$ cat src/design/corner_index_dedup_table_defines.svh
// Assertion macros for the corner index deduplication table.
`ifndef CORNER_INDEX_DEDUP_TABLE_DEFINES_SVH
`define CORNER_INDEX_DEDUP_TABLE_DEFINES_SVH

// Same-cycle implication, disabled while reset is held low.
`define CIDT_ASSERT_IMPL(label, clk, rst_n, ante, cons) \
    label: assert property (@(posedge clk) disable iff (!rst_n) (ante) |-> (cons)) \
        else $error("corner index dedup table: assertion failed");

// Next-cycle implication, disabled while reset is held low.
`define CIDT_ASSERT_NEXT(label, clk, rst_n, ante, cons) \
    label: assert property (@(posedge clk) disable iff (!rst_n) (ante) |=> (cons)) \
        else $error("corner index dedup table: assertion failed");

`endif

$ cat src/design/cidt_ram.sv
// Generic single-write, single-read RAM with registered read data.
module cidt_ram #(
    parameter int WIDTH = 8,
    parameter int DEPTH = 16
) (
    input  logic                     i_clk,
    input  logic                     i_wr_en,
    input  logic [$clog2(DEPTH)-1:0] i_wr_addr,
    input  logic [WIDTH-1:0]         i_wr_data,
    input  logic                     i_rd_en,
    input  logic [$clog2(DEPTH)-1:0] i_rd_addr,
    output logic [WIDTH-1:0]         o_rd_data
);

    logic [WIDTH-1:0] r_mem [DEPTH];
    logic [WIDTH-1:0] r_rd_data;

    always_ff @(posedge i_clk) begin
        if (i_wr_en) begin
            r_mem[i_wr_addr] <= i_wr_data;
        end
        if (i_rd_en) begin
            r_rd_data <= r_mem[i_rd_addr];
        end
    end

    assign o_rd_data = r_rd_data;

endmodule
$ cat config.mk
export PLATFORM = sky130hd
export DESIGN_NAME = cidt_ram
export DESIGN_NICKNAME = d
export VERILOG_FILES = /design/src/design/corner_index_dedup_table_defines.svh /design/src/design/cidt_ram.sv
export SDC_FILE = /design/constraint.sdc
export NUM_CORES = 1
export LEC_CHECK = 0
export BUFFER_PORTS_ARGS = -buffer_cell sky130_fd_sc_hd__buf_2
export CAP_MARGIN = 40
export CORE_UTILIZATION = 57
export DETAILED_ROUTE_END_ITERATION = 6
export PLACE_DENSITY = 0.72
export SLEW_MARGIN = 0
export SYNTH_ARGS = -nofsm -noshare
export SYNTH_HDL_FRONTEND = slang
export SYNTH_SLANG_ARGS = --single-unit
$ cat constraint.sdc
create_clock -name i_clk -period 2.3 [get_ports i_clk]
set_clock_uncertainty 0.2 [all_clocks]
set_input_delay 0.345 -clock i_clk [delete_from_list [all_inputs] [get_ports i_clk]]
set_output_delay 0.345 -clock i_clk [all_outputs]
set_load 0.005 [all_outputs]
==> reports/results.ini, run 1 <==
[synthesis]
synth_top_area_cell=edfxtp_1
synthFlopType=edfxtp_1
synth_edf_count=136
synth_most_common_cell=edfxtp_1
yosys.area.top_type_share_pct=78.1
ys_ff_latch=136
async_flop_share_pct=0
netlist_area_um2=5230
synth_cells=229
synth_common_cells=136 x edfxtp_1, 18 x mux4_2, 16 x a22oi_1, 14 x mux4_1, 13 x nor2_1
ys_seq_area_share_pct=78.1
yosysWarnings=0
synthTopCellsByArea=edfxtp_1 78%, mux4_2 7.8%, mux4_1 7.0%, a22oi_1 2.3%, nor2_1 0.93%
syn-num-nets=248
ys_types=18
avgSynthCellArea_um2=22.8

[routing]
highest_layer=met4
drtPass1Iterations=7
wirelength_mm=9.63
drt_iter0_markers=184
post_drt_wl_per_cell_um=23.3
vias=2543
detail-route-antenna-nets=0
wl_met2_mm=4.77
post_drt_via_cell_ratio=6.14
met1Wirelength_mm=4.01
met3_length_um=631
drc=8

[setup_path]
cp-end-kind=flop
worstSetupPathType=flop to flop
cp-start-kind=flop
cp.arrival_ns=1.79
cp_cell_sequence=mux4_2 -> a22oi_1 -> nand2_1
required_ns=2.35
critPathSlowestCell=mux4_2
cpPeakStageDelay_ns=0.47
cp_max_fo=1

[pwr]
peakVddDrop_uv=472
p_leak_nw=2.15
finalPower_w=0.00574
power_density_nw_per_um2=917

[floorplanning]
die_area_um2=9560
io_pins=27
die_height_um=97.8
rows=34
initial_utilization_pct=59.4
coreArea_um2=8810
die_x_um=97.8

[timing]
relSlewSlack_pct=74.4
slew_viol_final=0
setup_viol=0
max_slew.worst_pin.slew_ns=0.385
min_period_ns=1.74
rsz0062_at_grt=false
max_freq_mhz=575
final_hold_viol_count=0
fin_crit_sh_pct=75.6
fin_setup_tns_ns=0

[placement]
gp_congestion=0.764
port_buffers=26
dp_hpwl_mm=6.01
placed_cells=376

[clocking]
cts_tree=built
cts_buffer_depth=2
cts-root-buf=clkbuf_8
cts_sinks=136
path_clk_slew_ns=0.06
cts_made_buffers=17
cts.htree.levels=4
clk_latency_ns=0.52

[global_route]
grt.overflow.total=0
grt_pass1_wl_mm=14.8
gr-usage-all-layers_pct=22.8
grt_max_degree=24
grt_pass1_vias=2617
antenna_found_initial=0

[finish]
final_util_pct=71.0
insertedDiodeCount=0
final_cells=414
nFillCells=511
layout-drive-gt1-share_pct=32.4
nNetsFinal=312
seq_area_um2=4080
multi_input_area_um2=1060
areaGrowthSynthToFinish_pct=19.7

[min_path]
hp-class=input pin to flop

[run]
maxCapViolCount=0

[outcome]
violations=DRC
status=finished, violations left

[cell families after synthesis]
kind of cell	share of synthesized area [%]
AO/OA/AOI/OAI	2.30
buffers and inverters	1.65
flip-flops	78.1
multiplexers	14.8
AND/OR/NAND/NOR	3.14
[repair_timing]
item,CTS,global route
setup endpoints to repair,0,0
buffers inserted,0,0
resized for setup,0,0
hold endpoints to repair,81,0
hold buffers,6,0
[per-layer routing]
layer	GRT usage (%)	up-vias
met5	0	-
met4	11.4	0
met3	7.23	19
met2	35.4	104
met1	29.5	1308
li1	-	1112
[through the flow]
step / cell area, um2 / setup WS (ns) / hold WS [ns]
global route: 6250 / 0.561 / 0.00366
finish: 6250 / 0.562 / 0.0231
detailed placement: 5600 / 0.217 / 0.533
global placement: 5600 / 0.222 / 0.528
floorplan: 5230 / 0.262 / 0.244
CTS: 6250 / 0.566 / 0.00203
[layout by cell type (no fill, tap or decap), types with 6 or more instances in the layout]
cell	instances
nor2_1	13
buf_2	26
buf_4	21
clkbuf_16	16
edfxtp_1	136
a22oi_1	16
dlygate4sd3_1	6
nand2_1	9
mux4_1	14
mux4_2	18
[critical path, delay by kind of cell, from the launching register on]
family          cells  cell delay [ns]
mux                 1             0.47
flops               1             0.38
compound gates      1             0.34
simple gates        1             0.10
[path summary, 6_finish.rpt]
path                              startpoint  cells after the start            to  slack [ns]
worst min-delay path            i_wr_data[7]                      1  r_mem[14][7]        0.02
worst min register to register  r_mem[15][4]                      3  o_rd_data[4]        0.56
worst max register to register  r_mem[10][0]                      3  o_rd_data[0]        0.56
worst max-delay path            r_mem[10][0]                      3  o_rd_data[0]        0.56
[sequential cells by signal, indices dropped and copies added, names as in the netlist]
| register | count |
|---|---|
| r_mem | 128 |
| o_rd_data | 8 |
[cell type report]
| class | instances | share of cell area (%) |
|---|---|---|
| sequential | 136 | 65.3 |
| multi-input combinational | 83 | 16.9 |
| clock buffer | 18 | 6.68 |
| clock inverter | 14 | 2.76 |
| timing repair buffer | 55 | 6.20 |
| tap | 108 | 2.16 |
[report_power, final]
part / total [W] / switching [W] / internal [W]
Sequential: 0.00281 / 0.0000169 / 0.00279
Clock: 0.00267 / 0.00101 / 0.00166
Combinational: 0.000261 / 0.000141 / 0.000120
No activity file was read; power rests on OpenSTA's default activity.
==> run 2: changes to the inputs <==
==> constraint.sdc (replaced) <==
create_clock -name i_clk -period 1.6 [get_ports i_clk]
set_clock_uncertainty 0.2 [all_clocks]
set_input_delay 0.24 -clock i_clk [delete_from_list [all_inputs] [get_ports i_clk]]
set_output_delay 0.24 -clock i_clk [all_outputs]
set_load 0.005 [all_outputs]
==> run 2 against run 1 <==
Effect of this change:
- the flow finishes with violations (DRC, setup timing)
- cell count grew 1.7%
- sequential cell count is the same
- first-iteration DRC count grew 57%
- sequential share of layout area shrank 1.1 points
- register-to-register slack lost 0.59 ns
- sequential power grew 44%
- via count shrank 2.0%
- clock power grew 48%
==> reports/results.ini, run 2 (synthesis gave the netlist of run 1 again) <==
[finish]
nFillCells=502
layout_commonest_cell=edfxtp_1
nNetsFinal=319
multi_input_area_um2=1050
layout-drive-gt1-share_pct=40.6
layout_common_cells=136 x edfxtp_1, 32 x mux4_2, 26 x buf_2
insertedDiodeCount=0
seq_area_um2=4080
largest_register_ffs=128
top_register=r_mem
areaGrowthSynthToFinish_pct=21.7

[setup_path]
r2r_cells=3
worst-r2r-setup-slack_ns=-0.03
cp-start-kind=flop
cpLargestDelayFamily=multiplexers
worstSetupPathType=flop to flop
r2r-start=r_mem[0][0]
cp.arrival_ns=1.69
timing.critical_path.buf_inv=0
cp_cell_sequence=mux4_2 -> a22oi_2 -> nand2_1
critPathSlowestCell=mux4_2
cpPeakStageDelay_ns=0.48
required_ns=1.66
cp_max_fo=1
r2r-end=o_rd_data[0]
cp-end-kind=flop

[clocking]
cts_tree=built
clk_latency_ns=0.52
cts_buffer_depth=2
postCtsSetupBuffers=0
path_clk_slew_ns=0.06
cts.htree.levels=4
cts_sinks=136
cts_made_buffers=17
cts-root-buf=clkbuf_8

[pwr]
p_leak_nw=2.15
swShare_pct=21.0
pwr-share-clk_pct=46.9
pwr-share-comb_pct=5.0
power_frac_seq_pct=48.1
finalPower_w=0.00840
power_density_nw_per_um2=1320
netSwitchingPower_w=0.00176
power.internal_w=0.00663
peakVddDrop_uv=1300

[floorplanning]
rows=34
coreArea_um2=8810
die_height_um=97.8
initial_utilization_pct=59.4
die_x_um=97.8
die_area_um2=9560
io_pins=27

[placement]
gp_congestion=0.782
port_buffers=26
dp_hpwl_mm=6.07

[global_route]
antenna_found_initial=0
grt.overflow.total=0
grt_pass1_wl_mm=15.3
grt_pass1_vias=2578
grt_max_degree=18
gr-usage-all-layers_pct=23.6

[routing]
drt_iter0_markers=288
post_drt_wl_per_cell_um=23.4
drtPass1Iterations=7
drc=6
detail-route-antenna-nets=0
vias=2492
wirelength_mm=9.84
post_drt_via_cell_ratio=5.92

[timing]
fin_hold_ws_ns=0.0919
relSlewSlack_pct=52.6
rsz0062_at_grt=true
timing.final.ws_setup_ns=-0.0296
final_hold_viol_count=0
max_freq_mhz=614
setup_viol=2
min_period_ns=1.63
fin_setup_tns_ns=-0.0305
max_slew.worst_pin.slew_ns=0.708
fin_crit_sh_pct=102
slew_viol_final=0

[run]
maxCapViolCount=0

[min_path]
holdPathEnd=r_mem[0][5]
hp-class=input pin to flop
hold_depth=3
min_from=i_wr_addr[0]

[outcome]
violations=DRC, setup timing
status=finished, violations left

==> run 2: changes by cell type in the layout (fill, tap and decap cells not counted), moves of 3 or more <==
cell	delta
a22oi_2	+7
nor3_2	+3
mux4_1	-14
a22oi_1	-7
mux4_2	+14
buf_12	+3
nor3_1	-3
clkinv_2	-3
dlygate4sd3_1	+3
==> run 2: per-stage QoR <==
stage,setup WS [ns],std cells,instance area (um2),util (%)
final,-0.0296,421,6360,72.3
after global routing,-0.0612,421,6360,72.3
after CTS,-0.0218,420,6350,72.1
after detailed placement,-0.410,379,5630,63.9
after global placement,-0.395,379,5630,63.9
after floorplan,-0.106,229,5230,-
==> run 2: metal layers <==
| metal | part of all wire (%) | vias to the layer above | track usage [%] |
|---|---|---|---|
| met5 | 0 | - | 0 |
| met4 | 1.3 | 0 | 9.91 |
| met3 | 8.6 | 7 | 6.87 |
| met2 | 49 | 124 | 34.1 |
| met1 | 42 | 1247 | 34.4 |
| li1 | - | 1114 | - |
==> run 2: area by class of cell <==
class                   instances  share of cell area [%]
clock buffers                  18                    6.57
clock inverters                14                    2.93
multi-input cells              83                    16.6
flip-flops and latches        136                    64.2
well taps                     108                    2.12
repair buffers                 62                    7.63
==> run 2: tightest hold or removal path: cells and delay by family <==
kind / cells / cell delay, ns
and+or+nand+nor: 1 / 0.06
buffers and inverters: 2 / 0.33
==> run 2: what timing repair did <==
action,CTS,global route
hold buffers,9,0
cloned,0,0
pin swaps,1,0
resized for setup,7,1
setup endpoints to repair,6,8
endpoints found under the hold margin,136,0
==> run 2: worst max-delay path by stage <==
stage | startpoint | endpoint | slack (ns) | cells after the start
finish | r_mem[0][0] | o_rd_data[0] | -0.03 | 3
global route | r_mem[0][0] | o_rd_data[0] | -0.06 | 3
CTS | r_mem[0][0] | o_rd_data[0] | -0.02 | 3
detailed placement | i_rd_addr[0] | o_rd_data[0] | -0.41 | 5
global placement | i_rd_addr[0] | o_rd_data[0] | -0.39 | 5
floorplan | i_wr_addr[2] | r_mem[3][0] | -0.11 | 2
==> run 2: power by group through the flow <==
stage / sequential [W] / clock, W / combinational (W)
after floorplan: 0.00411 / 0 / 0.000221
after global placement: 0.00411 / 0 / 0.000384
after detailed placement: 0.00411 / 0 / 0.000391
after CTS: 0.00404 / 0.00399 / 0.000422
after global routing: 0.00404 / 0.00416 / 0.000457
final: 0.00404 / 0.00394 / 0.000420
